`config.mk`:
```
export PLATFORM = sky130hd
export DESIGN_NAME = fuzzy_subsequence_scorer_flat
export DESIGN_NICKNAME = d
export VERILOG_FILES = /design/src/hdl/fss_pkg.sv /design/src/hdl/fss_if.sv /design/src/hdl/fss_core.sv /design/src/hdl/fuzzy_subsequence_scorer.sv /design/src/flat_wrapper.sv
export SDC_FILE = /design/constraint.sdc
export NUM_CORES = 1
export LEC_CHECK = 0
export BUFFER_PORTS_ARGS = -buffer_cell sky130_fd_sc_hd__buf_2
export CAP_MARGIN = 20
export CORE_ASPECT_RATIO = 1.5
export CORE_MARGIN = 1.5
export CORE_UTILIZATION = 55
export CTS_CLUSTER_SIZE = 10
export DETAILED_ROUTE_END_ITERATION = 6
export MAX_ROUTING_LAYER = met4
export PLACE_DENSITY = 0.73
export SLEW_MARGIN = 40
export SYNTH_ARGS = -nofsm -noshare
export SYNTH_HDL_FRONTEND = slang
export SYNTH_SLANG_ARGS = --single-unit
```
`constraint.sdc`:
```
create_clock -name i_clk -period 12.9 [get_ports i_clk]
set_clock_uncertainty 0.1 [all_clocks]
set_input_delay 1.29 -clock i_clk [delete_from_list [all_inputs] [get_ports i_clk]]
set_output_delay 1.29 -clock i_clk [all_outputs]
set_load 0.01 [all_outputs]
```
`src/hdl/fss_pkg.sv`:
```
// Package of the fuzzy subsequence scorer: widths, character codes, register
// indexes, the item and state types and the scoring helper functions.
// Depends on nothing.
`default_nettype none

package fss_pkg;

    localparam int MAX_PATTERN = 32;
    localparam int PAT_BYTES   = 32;
    localparam int PAT_SEL_W   = $clog2(PAT_BYTES);
    localparam int IDX_W       = 6;
    localparam int SCORE_W     = 13;
    localparam int CFG_IDX_W   = 3;
    localparam int CFG_DATA_W  = 64;
    localparam int BYTES_PER_REG = CFG_DATA_W / 8;

    localparam logic [SCORE_W-1:0] SCORE_MAX = {SCORE_W{1'b1}};
    localparam logic [IDX_W-1:0]   LEN_MAX   = {IDX_W{1'b1}};

    localparam logic [7:0] CH_SPACE  = 8'h20;
    localparam logic [7:0] CH_DASH   = 8'h2D;
    localparam logic [7:0] CH_DOT    = 8'h2E;
    localparam logic [7:0] CH_SEMI   = 8'h3B;
    localparam logic [7:0] CH_USCORE = 8'h5F;
    localparam logic [7:0] CH_UP_A   = 8'h41;
    localparam logic [7:0] CH_UP_Z   = 8'h5A;
    localparam logic [7:0] CH_LO_A   = 8'h61;
    localparam logic [7:0] CH_LO_Z   = 8'h7A;
    localparam logic [7:0] CASE_OFS  = 8'h20;

    typedef enum logic [CFG_IDX_W-1:0] {
        CFG_PAT_LEN = 3'd0,
        CFG_PAT_A   = 3'd1,
        CFG_PAT_B   = 3'd2,
        CFG_PAT_C   = 3'd3,
        CFG_PAT_D   = 3'd4
    } t_cfg_idx;

    typedef logic [SCORE_W-1:0] t_score;
    typedef logic [PAT_BYTES-1:0][7:0] t_pattern;

    typedef struct packed {
        logic [7:0] text_char;
        logic       char_valid;
        logic       last;
        logic       list_mode;
        logic [1:0] weight;
    } t_item;

    typedef struct packed {
        logic [IDX_W-1:0] pattern_index;
        logic [IDX_W-1:0] run_length;
        t_score           word_score;
        t_score           best_score;
        logic [7:0]       previous_char;
        logic [IDX_W-1:0] word_length;
        logic             at_word_start;
    } t_state;

    localparam t_state STATE_RST = '{
        pattern_index: '0,
        run_length:    '0,
        word_score:    '0,
        best_score:    '0,
        previous_char: '0,
        word_length:   '0,
        at_word_start: 1'b1
    };

    function automatic logic is_up(logic [7:0] c);
        return (c >= CH_UP_A) && (c <= CH_UP_Z);
    endfunction

    function automatic logic is_lo(logic [7:0] c);
        return (c >= CH_LO_A) && (c <= CH_LO_Z);
    endfunction

    function automatic logic [7:0] to_lo(logic [7:0] c);
        return is_up(c) ? c + CASE_OFS : c;
    endfunction

    function automatic t_score sat_score(logic [SCORE_W:0] s);
        return (s > {1'b0, SCORE_MAX}) ? SCORE_MAX : s[SCORE_W-1:0];
    endfunction

    // Score of the current word as it stands.
    function automatic t_score word_result(logic [IDX_W-1:0] plen, t_state st);
        logic [IDX_W:0] lim;
        lim = {1'b0, plen} + (IDX_W+1)'(2);
        if (plen == '0) begin
            return t_score'(1);
        end else if (st.word_length == '0) begin
            return '0;
        end else if (st.pattern_index < plen) begin
            return '0;
        end else if ({1'b0, st.word_length} <= lim) begin
            return sat_score({1'b0, st.word_score} + (SCORE_W+1)'(15));
        end else begin
            return st.word_score;
        end
    endfunction

endpackage

`default_nettype wire

```
`src/hdl/fss_if.sv`:
```
// Handshake channels of the fuzzy subsequence scorer: text items in, scores out.
// Each carries valid, ready and its payload. Depends on nothing.
`default_nettype none

interface fss_in_if;
    logic       valid;
    logic       ready;
    logic [7:0] text_char;
    logic       char_valid;
    logic       last;
    logic       list_mode;
    logic [1:0] weight;

    modport source (output valid, text_char, char_valid, last, list_mode, weight,
                    input ready);
    modport sink   (input valid, text_char, char_valid, last, list_mode, weight,
                    output ready);
endinterface

interface fss_out_if;
    logic        valid;
    logic        ready;
    logic [12:0] score;

    modport source (output valid, score, input ready);
    modport sink   (input valid, score, output ready);
endinterface

`default_nettype wire

```
`src/hdl/fss_core.sv`:
```
// Per-character update of the fuzzy subsequence scorer: from the current text
// state and one item it forms the next state and, on a final item, the score.
// Depends on fss_pkg.
`default_nettype none

module fss_core import fss_pkg::*; (
    input  wire t_state           i_state,
    input  wire t_item            i_item,
    input  wire t_pattern         i_pattern,
    input  wire [IDX_W-1:0]       i_plen,
    output t_state                o_state_nxt,
    output t_score                o_score
);

    logic                 sep;
    logic                 take;
    logic [7:0]           lc;
    logic [7:0]           cur;
    logic                 up_cur;
    logic                 active;
    logic                 match;
    logic                 boundary;
    logic [8:0]           pts;
    t_score               res_cur;
    t_score               res_after;
    t_score               fin;
    logic [SCORE_W+1:0]   prod;
    t_state               after;

    always_comb begin
        sep    = i_item.char_valid && i_item.list_mode && (i_item.text_char == CH_SEMI);
        take   = i_item.char_valid && !sep;
        lc     = to_lo(i_item.text_char);
        cur    = i_item.list_mode ? lc : i_item.text_char;
        up_cur = is_up(cur);
        active = i_state.pattern_index < i_plen;
        match  = active && (lc == i_pattern[i_state.pattern_index[PAT_SEL_W-1:0]]);

        boundary = i_state.at_word_start ||
                   (i_state.previous_char == CH_SPACE) ||
                   (i_state.previous_char == CH_DASH) ||
                   (i_state.previous_char == CH_USCORE) ||
                   (i_state.previous_char == CH_DOT) ||
                   (is_lo(i_state.previous_char) && up_cur);
        pts = 9'd1
            + (boundary ? 9'd10 : 9'd0)
            + {1'b0, i_state.run_length, 2'b00}
            + (i_state.at_word_start ? 9'd8 : 9'd0)
            + (up_cur ? 9'd1 : 9'd0);

        res_cur = word_result(i_plen, i_state);

        after = i_state;
        if (sep) begin
            if ((i_state.word_length != '0) && (res_cur > i_state.best_score)) begin
                after.best_score = res_cur;
            end
            after.pattern_index = STATE_RST.pattern_index;
            after.run_length    = STATE_RST.run_length;
            after.word_score    = STATE_RST.word_score;
            after.previous_char = STATE_RST.previous_char;
            after.word_length   = STATE_RST.word_length;
            after.at_word_start = STATE_RST.at_word_start;
        end else if (take) begin
            if (match) begin
                after.word_score    = sat_score({1'b0, i_state.word_score}
                                                + (SCORE_W+1)'(pts));
                after.run_length    = i_state.run_length + IDX_W'(1);
                after.pattern_index = i_state.pattern_index + IDX_W'(1);
            end else if (active) begin
                after.run_length = '0;
            end
            after.previous_char = cur;
            if (i_state.word_length < LEN_MAX) begin
                after.word_length = i_state.word_length + IDX_W'(1);
            end
            after.at_word_start = 1'b0;
        end

        res_after = word_result(i_plen, after);
        if (i_item.list_mode) begin
            fin = after.best_score;
            if ((after.word_length != '0) && (res_after > fin)) begin
                fin = res_after;
            end
        end else begin
            fin = res_after;
        end
        prod    = (SCORE_W+2)'(fin) * (SCORE_W+2)'(i_item.weight);
        o_score = (prod > (SCORE_W+2)'(SCORE_MAX)) ? SCORE_MAX : prod[SCORE_W-1:0];

        o_state_nxt = i_item.last ? STATE_RST : after;
    end

endmodule

`default_nettype wire

```
`src/hdl/fuzzy_subsequence_scorer.sv`:
```
// Top level of the fuzzy subsequence scorer: configuration registers, input
// register, text state and result register. Depends on fss_pkg, fss_if and fss_core.
//
// Usage: write pattern_length (index 0) and the four pattern byte registers
// (indexes 1 to 4) through i_cfg_we, i_cfg_idx and i_cfg_data while the block
// is idle. Then stream the characters of one text on i_item, one transaction
// per character, with last set on the final item. An item with char_valid low
// carries no character; only its last, list_mode and weight fields count. Every
// final item yields one transaction on o_result carrying the weighted score;
// other items yield none.
// An accepted item is held in the input register; when it is applied, the text
// state is updated and, for a final item, the score is loaded into the result
// register, from which it is offered on o_result.
// Throughput: one item per cycle, set by the state update, but for the stall below.
// Reset (synchronous, active low) clears the pattern registers, the text state
// and both valid flags. When the receiver stalls with a score pending, items
// without last still advance; a final item waits in the input register and
// i_item.ready drops until the score is taken.
`default_nettype none

module fuzzy_subsequence_scorer import fss_pkg::*; (
    input  wire                   i_clk,
    input  wire                   i_rst_n,
    input  wire                   i_cfg_we,
    input  wire [CFG_IDX_W-1:0]   i_cfg_idx,
    input  wire [CFG_DATA_W-1:0]  i_cfg_data,
    fss_in_if.sink                i_item,
    fss_out_if.source             o_result
);

    logic [IDX_W-1:0] r_pat_len;
    t_pattern         r_pattern;
    logic [IDX_W-1:0] plen;

    logic   r_s1_valid;
    t_item  r_s1_item;
    t_state r_state;
    t_state n_state;
    t_score n_score;
    logic   r_out_valid;
    t_score r_out_score;

    logic   out_free;
    logic   s1_fire;
    logic   in_fire;

    always_ff @(posedge i_clk) begin
        if (!i_rst_n) begin
            r_pat_len <= '0;
            r_pattern <= '0;
        end else if (i_cfg_we) begin
            case (t_cfg_idx'(i_cfg_idx))
                CFG_PAT_LEN: r_pat_len <= i_cfg_data[IDX_W-1:0];
                CFG_PAT_A:   r_pattern[0*BYTES_PER_REG +: BYTES_PER_REG] <= i_cfg_data;
                CFG_PAT_B:   r_pattern[1*BYTES_PER_REG +: BYTES_PER_REG] <= i_cfg_data;
                CFG_PAT_C:   r_pattern[2*BYTES_PER_REG +: BYTES_PER_REG] <= i_cfg_data;
                CFG_PAT_D:   r_pattern[3*BYTES_PER_REG +: BYTES_PER_REG] <= i_cfg_data;
                default: begin
                end
            endcase
        end
    end

    assign plen = (r_pat_len > IDX_W'(MAX_PATTERN)) ? IDX_W'(MAX_PATTERN) : r_pat_len;

    assign out_free     = !r_out_valid || o_result.ready;
    assign s1_fire      = r_s1_valid && (out_free || !r_s1_item.last);
    assign i_item.ready = !r_s1_valid || s1_fire;
    assign in_fire      = i_item.valid && i_item.ready;

    always_ff @(posedge i_clk) begin
        if (!i_rst_n) begin
            r_s1_valid <= 1'b0;
        end else if (in_fire) begin
            r_s1_valid <= 1'b1;
        end else if (s1_fire) begin
            r_s1_valid <= 1'b0;
        end
    end

    always_ff @(posedge i_clk) begin
        if (in_fire) begin
            r_s1_item <= '{
                text_char:  i_item.text_char,
                char_valid: i_item.char_valid,
                last:       i_item.last,
                list_mode:  i_item.list_mode,
                weight:     i_item.weight
            };
        end
    end

    fss_core u_core (
        .i_state     (r_state),
        .i_item      (r_s1_item),
        .i_pattern   (r_pattern),
        .i_plen      (plen),
        .o_state_nxt (n_state),
        .o_score     (n_score)
    );

    always_ff @(posedge i_clk) begin
        if (!i_rst_n) begin
            r_state <= STATE_RST;
        end else if (s1_fire) begin
            r_state <= n_state;
        end
    end

    always_ff @(posedge i_clk) begin
        if (!i_rst_n) begin
            r_out_valid <= 1'b0;
        end else if (s1_fire && r_s1_item.last) begin
            r_out_valid <= 1'b1;
        end else if (o_result.ready) begin
            r_out_valid <= 1'b0;
        end
    end

    always_ff @(posedge i_clk) begin
        if (s1_fire && r_s1_item.last) begin
            r_out_score <= n_score;
        end
    end

    assign o_result.valid = r_out_valid;
    assign o_result.score = r_out_score;

    a_last_gives_result: assert property (@(posedge i_clk) disable iff (!i_rst_n)
        s1_fire && r_s1_item.last |=> r_out_valid)
        else $error("A final item did not load the result register.");

    a_last_clears_state: assert property (@(posedge i_clk) disable iff (!i_rst_n)
        s1_fire && r_s1_item.last |=> (r_state.pattern_index == '0) &&
            (r_state.word_length == '0) && (r_state.best_score == '0) &&
            r_state.at_word_start)
        else $error("Text state was not cleared after a final item.");

    a_index_bound: assert property (@(posedge i_clk) disable iff (!i_rst_n)
        r_state.pattern_index <= IDX_W'(MAX_PATTERN))
        else $error("Pattern index ran past the pattern.");

    a_run_bound: assert property (@(posedge i_clk) disable iff (!i_rst_n)
        r_state.run_length <= r_state.pattern_index)
        else $error("Run length exceeds the matched count.");

endmodule

`default_nettype wire

```
`src/flat_wrapper.sv`:
```
// flat-port wrapper written by rule: the top's interface ports become plain ports
module fuzzy_subsequence_scorer_flat import fss_pkg::*;
  (i_clk, i_rst_n, i_cfg_we, i_cfg_idx, i_cfg_data, i_item_valid, i_item_text_char, i_item_char_valid, i_item_last, i_item_list_mode, i_item_weight, i_item_ready, o_result_valid, o_result_score, o_result_ready);
  fss_in_if i_item_i ();
  fss_out_if o_result_i ();
  input  wire i_clk;
  input  wire i_rst_n;
  input  wire i_cfg_we;
  input  wire [CFG_IDX_W-1:0] i_cfg_idx;
  input  wire [CFG_DATA_W-1:0] i_cfg_data;
  input wire logic [$bits(i_item_i.valid)-1:0] i_item_valid;
  input wire logic [$bits(i_item_i.text_char)-1:0] i_item_text_char;
  input wire logic [$bits(i_item_i.char_valid)-1:0] i_item_char_valid;
  input wire logic [$bits(i_item_i.last)-1:0] i_item_last;
  input wire logic [$bits(i_item_i.list_mode)-1:0] i_item_list_mode;
  input wire logic [$bits(i_item_i.weight)-1:0] i_item_weight;
  output wire logic [$bits(i_item_i.ready)-1:0] i_item_ready;
  output wire logic [$bits(o_result_i.valid)-1:0] o_result_valid;
  output wire logic [$bits(o_result_i.score)-1:0] o_result_score;
  input wire logic [$bits(o_result_i.ready)-1:0] o_result_ready;
  assign i_item_i.valid = i_item_valid;
  assign i_item_i.text_char = i_item_text_char;
  assign i_item_i.char_valid = i_item_char_valid;
  assign i_item_i.last = i_item_last;
  assign i_item_i.list_mode = i_item_list_mode;
  assign i_item_i.weight = i_item_weight;
  assign i_item_ready = i_item_i.ready;
  assign o_result_valid = o_result_i.valid;
  assign o_result_score = o_result_i.score;
  assign o_result_i.ready = o_result_ready;
  fuzzy_subsequence_scorer u_core (.i_clk(i_clk), .i_rst_n(i_rst_n), .i_cfg_we(i_cfg_we), .i_cfg_idx(i_cfg_idx), .i_cfg_data(i_cfg_data), .i_item(i_item_i), .o_result(o_result_i));
endmodule
```
======== Word-level counts from Yosys, hierarchy flattened ========
Index checks and enable logic that the tools add are counted.
word-level totals
  bits of input ports ..................... 85
  output and inout port bits .............. 15
  flip-flop bits (word level) ............. 343
  word-level logic and storage cells ...... 169
operators by class
  magnitude comparators ................... 19
  equal/unequal tests ..................... 10
  multiply operators ...................... 1
  mux-type cells .......................... 37
  add/sub/neg operators ................... 12
  reductions and logical operators ........ 42
operators with widths
  operator                                                                          count
  13-bit two-way mux                                                                16
  53-bit two-way mux                                                                1
  25-bit two-way mux                                                                2
  14-bit by 13-bit > comparator with 1-bit output, second input constant            3
  8-bit binary-select mux with 5-bit select                                         1
  8-bit by 6-bit == test with 1-bit output, second input constant                   4
  15-bit two-way mux                                                                2
  6-bit two-way mux                                                                 5
  13-bit by 4-bit adder with 14-bit output, second input constant                   2
  13-bit > comparator                                                               2
  8-bit by 7-bit >= comparator with 1-bit output, second input constant             3
  8-bit by 7-bit less-or-equal comparator with 1-bit output, second input constant  3
  8-bit two-way mux                                                                 3
  6-bit by 1-bit adder with 6-bit output, second input constant                     3
  6-bit logical NOT                                                                 3
  15-bit by 13-bit > comparator with 1-bit output, second input constant            1
  13-bit by 2-bit multiplier with 15-bit output                                     1
  13-bit by 9-bit adder with 14-bit output                                          1
  6-bit by 7-bit less-or-equal comparator with 1-bit output                         2
  1-bit logical AND                                                                 13
  6-bit less-than comparator                                                        2
  2-bit AND reduction                                                               6
  6-bit nonzero test                                                                2
  5-bit by 8-bit adder with 9-bit output                                            1
  other kinds (22)                                                                  39

======== Longest topological paths before layout ========
  depth in word-level cells ............... 32
  mapped depth ............................ 57
  gate-level depth less buffers ........... 53

======== Cells and area by module ========
From an unflattened synthesis, not the netlist that was laid out.
second synthesis, totals
  cell total of the unflattened synthesis .. 2320
  area total of the unflattened synthesis .. 19680.1 µm²
modules (own cells, without submodules)
  module                    sequential area each (µm²)  area each (µm²)  times used  cells an instance
  fuzzy_subsequence_scorer  7126.8                      12319.3          1           1350
  fss_core                  0.0                         7360.8           1           970

======== Least setup slack after synthesis ========
No wires, ideal clock.
  kind .................................... reg-to-reg
  from .................................... register u_core.r_s1_item[7] in the netlist's numbering
  to ...................................... register u_core.r_out_score[10], in the netlist u_core.o_result.score[10] (data pin)
  stages on the path, launching flop included .. 55
  data required time ...................... 12.518 ns
  clock period less this slack ............ 10.540 ns
  setup time .............................. 0.282 ns
  arrival ................................. 10.158 ns
  path buffers ............................ 3
  setup slack ............................. 2.360 ns
  path through ............................ edfxtp_1 clkbuf_1 a21oi_1 o221ai_1 nor2_1 nand2_1 o41ai_1 inv_1 fa_1 inv_1 fa_1 ha_1 a21o_1 a21oi_1 o21bai_1 a41o_1 a31oi_1 nand2_1 [19 not listed] mux2i_1 nor2_1 ha_1 fa_1 a21oi_1 nor2_1 nor2_1 o21bai_1 a21oi_1 o21bai_1 a21oi_1 o21bai_1 a21oi_1 nor2b_1 o21a_1 nor3_2 buf_6 o211ai_2
between the ends
  cells in the longest elaborated chain, start to end .. 32
  elaborated cells between the ends (all ways) .. 50
  classes of those cells .................. add/sub (7); mul (1); order compare (10); eq/ne (2); mux (19); reduce/logical (11)
RTL lines
  what                                                                                                                                line                             text
  start, declared                                                                                                                     fuzzy_subsequence_scorer.sv:36   t_item r_s1_item;
  start signal, assigned                                                                                                              fuzzy_subsequence_scorer.sv:83   r_s1_item <= '{
  8-bit by 7-bit >= comparator with 1-bit output / 8-bit by 7-bit less-or-equal comparator with 1-bit output (equally long branches)  fss_pkg.sv:71                    return (c >= CH_UP_A) && (c <= CH_UP_Z);
  1-bit logical AND                                                                                                                   fss_pkg.sv:71
  8-bit two-way mux                                                                                                                   fss_pkg.sv:79                    return is_up(c) ? c + CASE_OFS : c;
  8-bit two-way mux                                                                                                                   fss_core.sv:34                   cur = i_item.list_mode ? lc : i_item.text_char;
  8-bit by 7-bit >= comparator with 1-bit output / 8-bit by 7-bit less-or-equal comparator with 1-bit output (equally long branches)  fss_pkg.sv:71
  1-bit logical AND                                                                                                                   fss_pkg.sv:71
  1-bit logical AND                                                                                                                   fss_core.sv:44                   (is_lo(i_state.previous_char) && up_cur);
  1-bit logical OR                                                                                                                    fss_core.sv:43                   (i_state.previous_char == CH_DOT) ||
  [16 not listed]                                                                                                                     n/a
  13-bit two-way mux                                                                                                                  fss_pkg.sv:92                    end else if (st.word_length == '0) begin
  13-bit two-way mux                                                                                                                  fss_pkg.sv:90                    if (plen == '0) begin
  13-bit > comparator                                                                                                                 fss_core.sv:83                   if ((after.word_length != '0) && (res_after > fin)) begin
  1-bit logical AND                                                                                                                   fss_core.sv:83
  13-bit two-way mux                                                                                                                  fss_core.sv:83
  13-bit two-way mux *                                                                                                                fss_core.sv:81                   if (i_item.list_mode) begin
  13-bit by 2-bit multiplier with 15-bit output *                                                                                     fss_core.sv:89                   prod = (SCORE_W+2)'(fin) * (SCORE_W+2)'(i_item.weight);
  15-bit by 13-bit > comparator with 1-bit output                                                                                     fss_core.sv:90                   o_score = (prod > (SCORE_W+2)'(SCORE_MAX)) ? SCORE_MAX : prod[SCORE_W-1:0];
  end signal, assigned                                                                                                                fuzzy_subsequence_scorer.sv:122  r_out_score <= n_score;
  end, declared                                                                                                                       fuzzy_subsequence_scorer.sv:41   t_score r_out_score;
Mark *: on every way between the ends. The rest lies on a longest branch, timed or not. The select of a mux whose other input is x is not followed.
A chain may end at the register's enable or synchronous reset.

======== Worst setup path in the final report ========
  from .................................... register u_core.r_s1_item[6] in the netlist's numbering
  to ...................................... register u_core.r_out_score[12], in the netlist u_core.o_result.score[12] (data pin)
Same word-level chain as after synthesis.

==> summary.md <==
| Metric | Value |
|---|---|
| Maximum vdd ir drop | `124 uV` |
| Worst slew margin | `0.405` |
| Clock transition at the registers of the reported paths | `60 ps` |
| Kind of critical path | `register to register` |
| Final slew viol count | `0` |
| Fin crit share | `0.917` |
| Ports | `100` |
| Power Dens Cells | `107 nW/um^2` |
| Die Area | `36600 um^2` |
| Worst Path Buf+Inv | `5` |
| Critical Path End Type | `register` |
| FF-to-FF path depth | `54` |
| Fin. Hold Viols | `0` |
| Hold-critical path depth | `2` |
| CTS buffer count | `40` |
| Busiest grt layer | `met2` |
| Cell taking the most area after synthesis | `dfxtp_1` |
| Grt met1 use | `0.329` |
| RePlAce Congestion | `0.961` |
| Crit-path max FO | `21` |
| Crit path launch | `u_core.r_s1_item[6]$_DFFE_PP_` |
| Peak Freq | `84.5 MHz` |
| Gr usage total | `0.325` |
| Post-synth EDFFs | `26` |
| Row Count | `84` |
| CTS root buffer | `clkbuf_16` |
| Area delta synth->final | `9.60%` |
| Synthesis Warnings | `0` |
| Most frequent cells in the layout | `nand2_1 (577), dfxtp_1 (314), a21boi_0 (264)` |
| Initial core utilization | `0.557` |
| Synthesized area | `19500 um^2` |
| Status | `finished, final reports clean` |
| WL per Instance | `20.7 um` |
| R2r setup slk | `1070 ps` |
| Synthesized instance count | `2271` |
| DPL Wire Length | `40900 um` |
| Detailed-route vias per instance | `5.99` |
| Most common cell on crit path | `a21oi_1` |
| Final Cell Area | `21400 um^2` |
| Die Span Y | `234 um` |
| Share of post-route cells with drive strength above 1 | `0.111` |
| Die Width | `157 um` |
| Placed cell area | `20200 um^2` |
| Worst skew pair latency | `560 ps` |
| CTS Buffer Depth | `3` |
| Grt met2 use | `0.565` |
| Top cell type's share of synthesized area | `0.325` |
| Unrepaired setup endpoints after global routing | `no` |
| Vias in the first global route | `16400` |
| MaxCap Viol Count | `0` |
| Via count | `16700` |
| Crit path DAT | `12000 ps` |
| R2r endpoint | `u_core.o_result.score[12]$_SDFFCE_PN1P_` |
| DRT antenna net count | `0` |
| Largest net degree at the start of global routing | `181` |
| GR Util met3 | `0.0481` |
| Finished Layout Cells | `2791` |
| Worst path max stage delay | `610 ps` |
| Slew at the pin closest to its max-slew limit | `891 ps` |
| Final setup viols | `0` |
| Period minus WS final | `11830 ps` |
| Syn_nets | `2451` |
| Final Power | `2.29 mW` |
| Routed WL | `57700 um` |
| Distinct cells, synth | `89` |
| Pleak | `7.64 nW` |
| Top post-synthesis cells by area | `dfxtp_1 (33%), nand2_1 (11%), a21boi_0 (10%), ha_1 (5.8%), mux2i_1 (4.5%)` |
| DR iter-0 viols | `1080` |
| Post-synth top flop | `dfxtp_1` |
| Fill cells | `3088` |
| Crit. path cell count | `54` |
| Floorplan core area | `35000 um^2` |
| Avg Cell Area, Syn | `8.59 um^2` |
| Post-synthesis async set-or-reset flop share | `0` |
| Setup crit start kind | `register` |
| Most common cell after layout, fill and taps aside | `nand2_1` |
| Overflow after GRT | `0` |
| Crit path capture | `u_core.o_result.score[12]$_SDFFCE_PN1P_` |
| Worst endpoint required time | `13070 ps` |
| Clk sink count | `343` |
| H-tree level count | `2` |
| CTS tree | `built` |
| Detailed-router iteration count before antenna repair | `5` |
| First-pass GRT wire length | `89200 um` |
| Cts-stage hold buffer count | `0` |
| Initial antenna violation count | `7` |
| Layout Nets | `2480` |
| DRC | `0` |
| Worst path top cell family by delay | `compound AO/OA/AOI/OAI gates` |
| Worst R2R Start | `u_core.r_s1_item[6]$_DFFE_PP_` |
| FF+latch count, synth | `343` |
| I/O Buffers | `99` |
| Sequential fraction of the synthesis area | `0.365` |
| Dpl cells | `2729` |
| Slowest cell on the critical path | `o41ai_1` |
| Hold Path Class | `register to register` |
| Setup TNS | `0 ps` |
## layout make-up
class | instances | area (um^2) | area share
multi-input combinational | 1724 | 11500 | 0.539
tap | 473 | 592 | 0.0277
sequential | 343 | 7140 | 0.334
antenna | 7 | 17.5 | 0.000819
clock buffer | 50 | 1060 | 0.0495
timing repair buffer | 129 | 782 | 0.0366
clock inverter | 3 | 45.0 | 0.00211
inverter | 62 | 233 | 0.0109
## worst min path at each step
stage / from / endpoint / slack [ps]
CTS: u_core.r_pattern[248]$_SDFFE_PN0P_ / u_core.r_pattern[248]$_SDFFE_PN0P_ / 360
global route: u_core.r_pattern[88]$_SDFFE_PN0P_ / u_core.r_pattern[88]$_SDFFE_PN0P_ / 370
finish: u_core.r_pattern[84]$_SDFFE_PN0P_ / u_core.r_pattern[84]$_SDFFE_PN0P_ / 360
floorplan: u_core.r_pattern[160]$_SDFFE_PN0P_ / u_core.r_pattern[160]$_SDFFE_PN0P_ / 340
detailed placement: u_core.r_pattern[248]$_SDFFE_PN0P_ / u_core.r_pattern[248]$_SDFFE_PN0P_ / 360
global placement: u_core.r_pattern[167]$_SDFFE_PN0P_ / u_core.r_pattern[167]$_SDFFE_PN0P_ / 350
## kinds of logic (layout without fill, tap and decap cells)
family	Yosys count	after routing	share of synthesized area
multiplexers	131	131	0.0926
flip-flops	343	343	0.365
adder cells (fa/ha/maj)	95	95	0.0625
buffers and inverters	204	244	0.0468
AO/OA/AOI/OAI	568	568	0.211
AND/OR/NAND/NOR	898	898	0.208
XOR/XNOR	32	32	0.0144
other	0	7	0
## worst min-delay path: stages (launching register included)
cell	delay, ps
dfxtp_1	300
nand2_1	40
a21boi_0	60
## routing by layer
layer	wire length [um]	part of all wire
met2	29400	0.51
met1	20600	0.36
met5	0	0
met4	4770	0.083
met3	2940	0.051
## synthesized netlist by cell type, types with 32 or more instances
library cell  number
nand2_1          577
dfxtp_1          317
a21boi_0         264
clkbuf_1         106
ha_1              91
mux2i_1           87
nor2_1            64
inv_1             61
a21oi_1           59
nor2b_1           53
and2_1            41
o21ai_0           39
mux4_2            38
a22oi_1           36
nand3_1           32
## through the flow
| stage | utilization | setup slack, ps | hold WS [ps] |
|---|---|---|---|
| after global placement | 0.577 | 995 | 349 |
| after detailed placement | 0.577 | 951 | 356 |
| after CTS | 0.609 | 897 | 363 |
| final | 0.611 | 1070 | 358 |
| after floorplan | - | 2360 | 340 |
| after global routing | 0.611 | 216 | 375 |
## where the power goes
part	switching, mW	internal (mW)
combinational	0.107	0.0654
sequential	0.0153	1.10
clock	0.438	0.573
## flip-flops by register name, summed over array words and instances, names as in the netlist
signal,count
u_core.r_pattern,256
u_core.r_state,53
u_core.o_result.score,13
u_core.r_s1_item,13
u_core.r_pat_len,6
u_core.o_result.valid,1
u_core.r_s1_valid,1
## repair_timing
item | CTS | global route
gates resized for setup | 0 | 1
endpoints found under the setup margin | 0 | 7
setup buffers | 0 | 1
(Power assumes the default switching activity.)
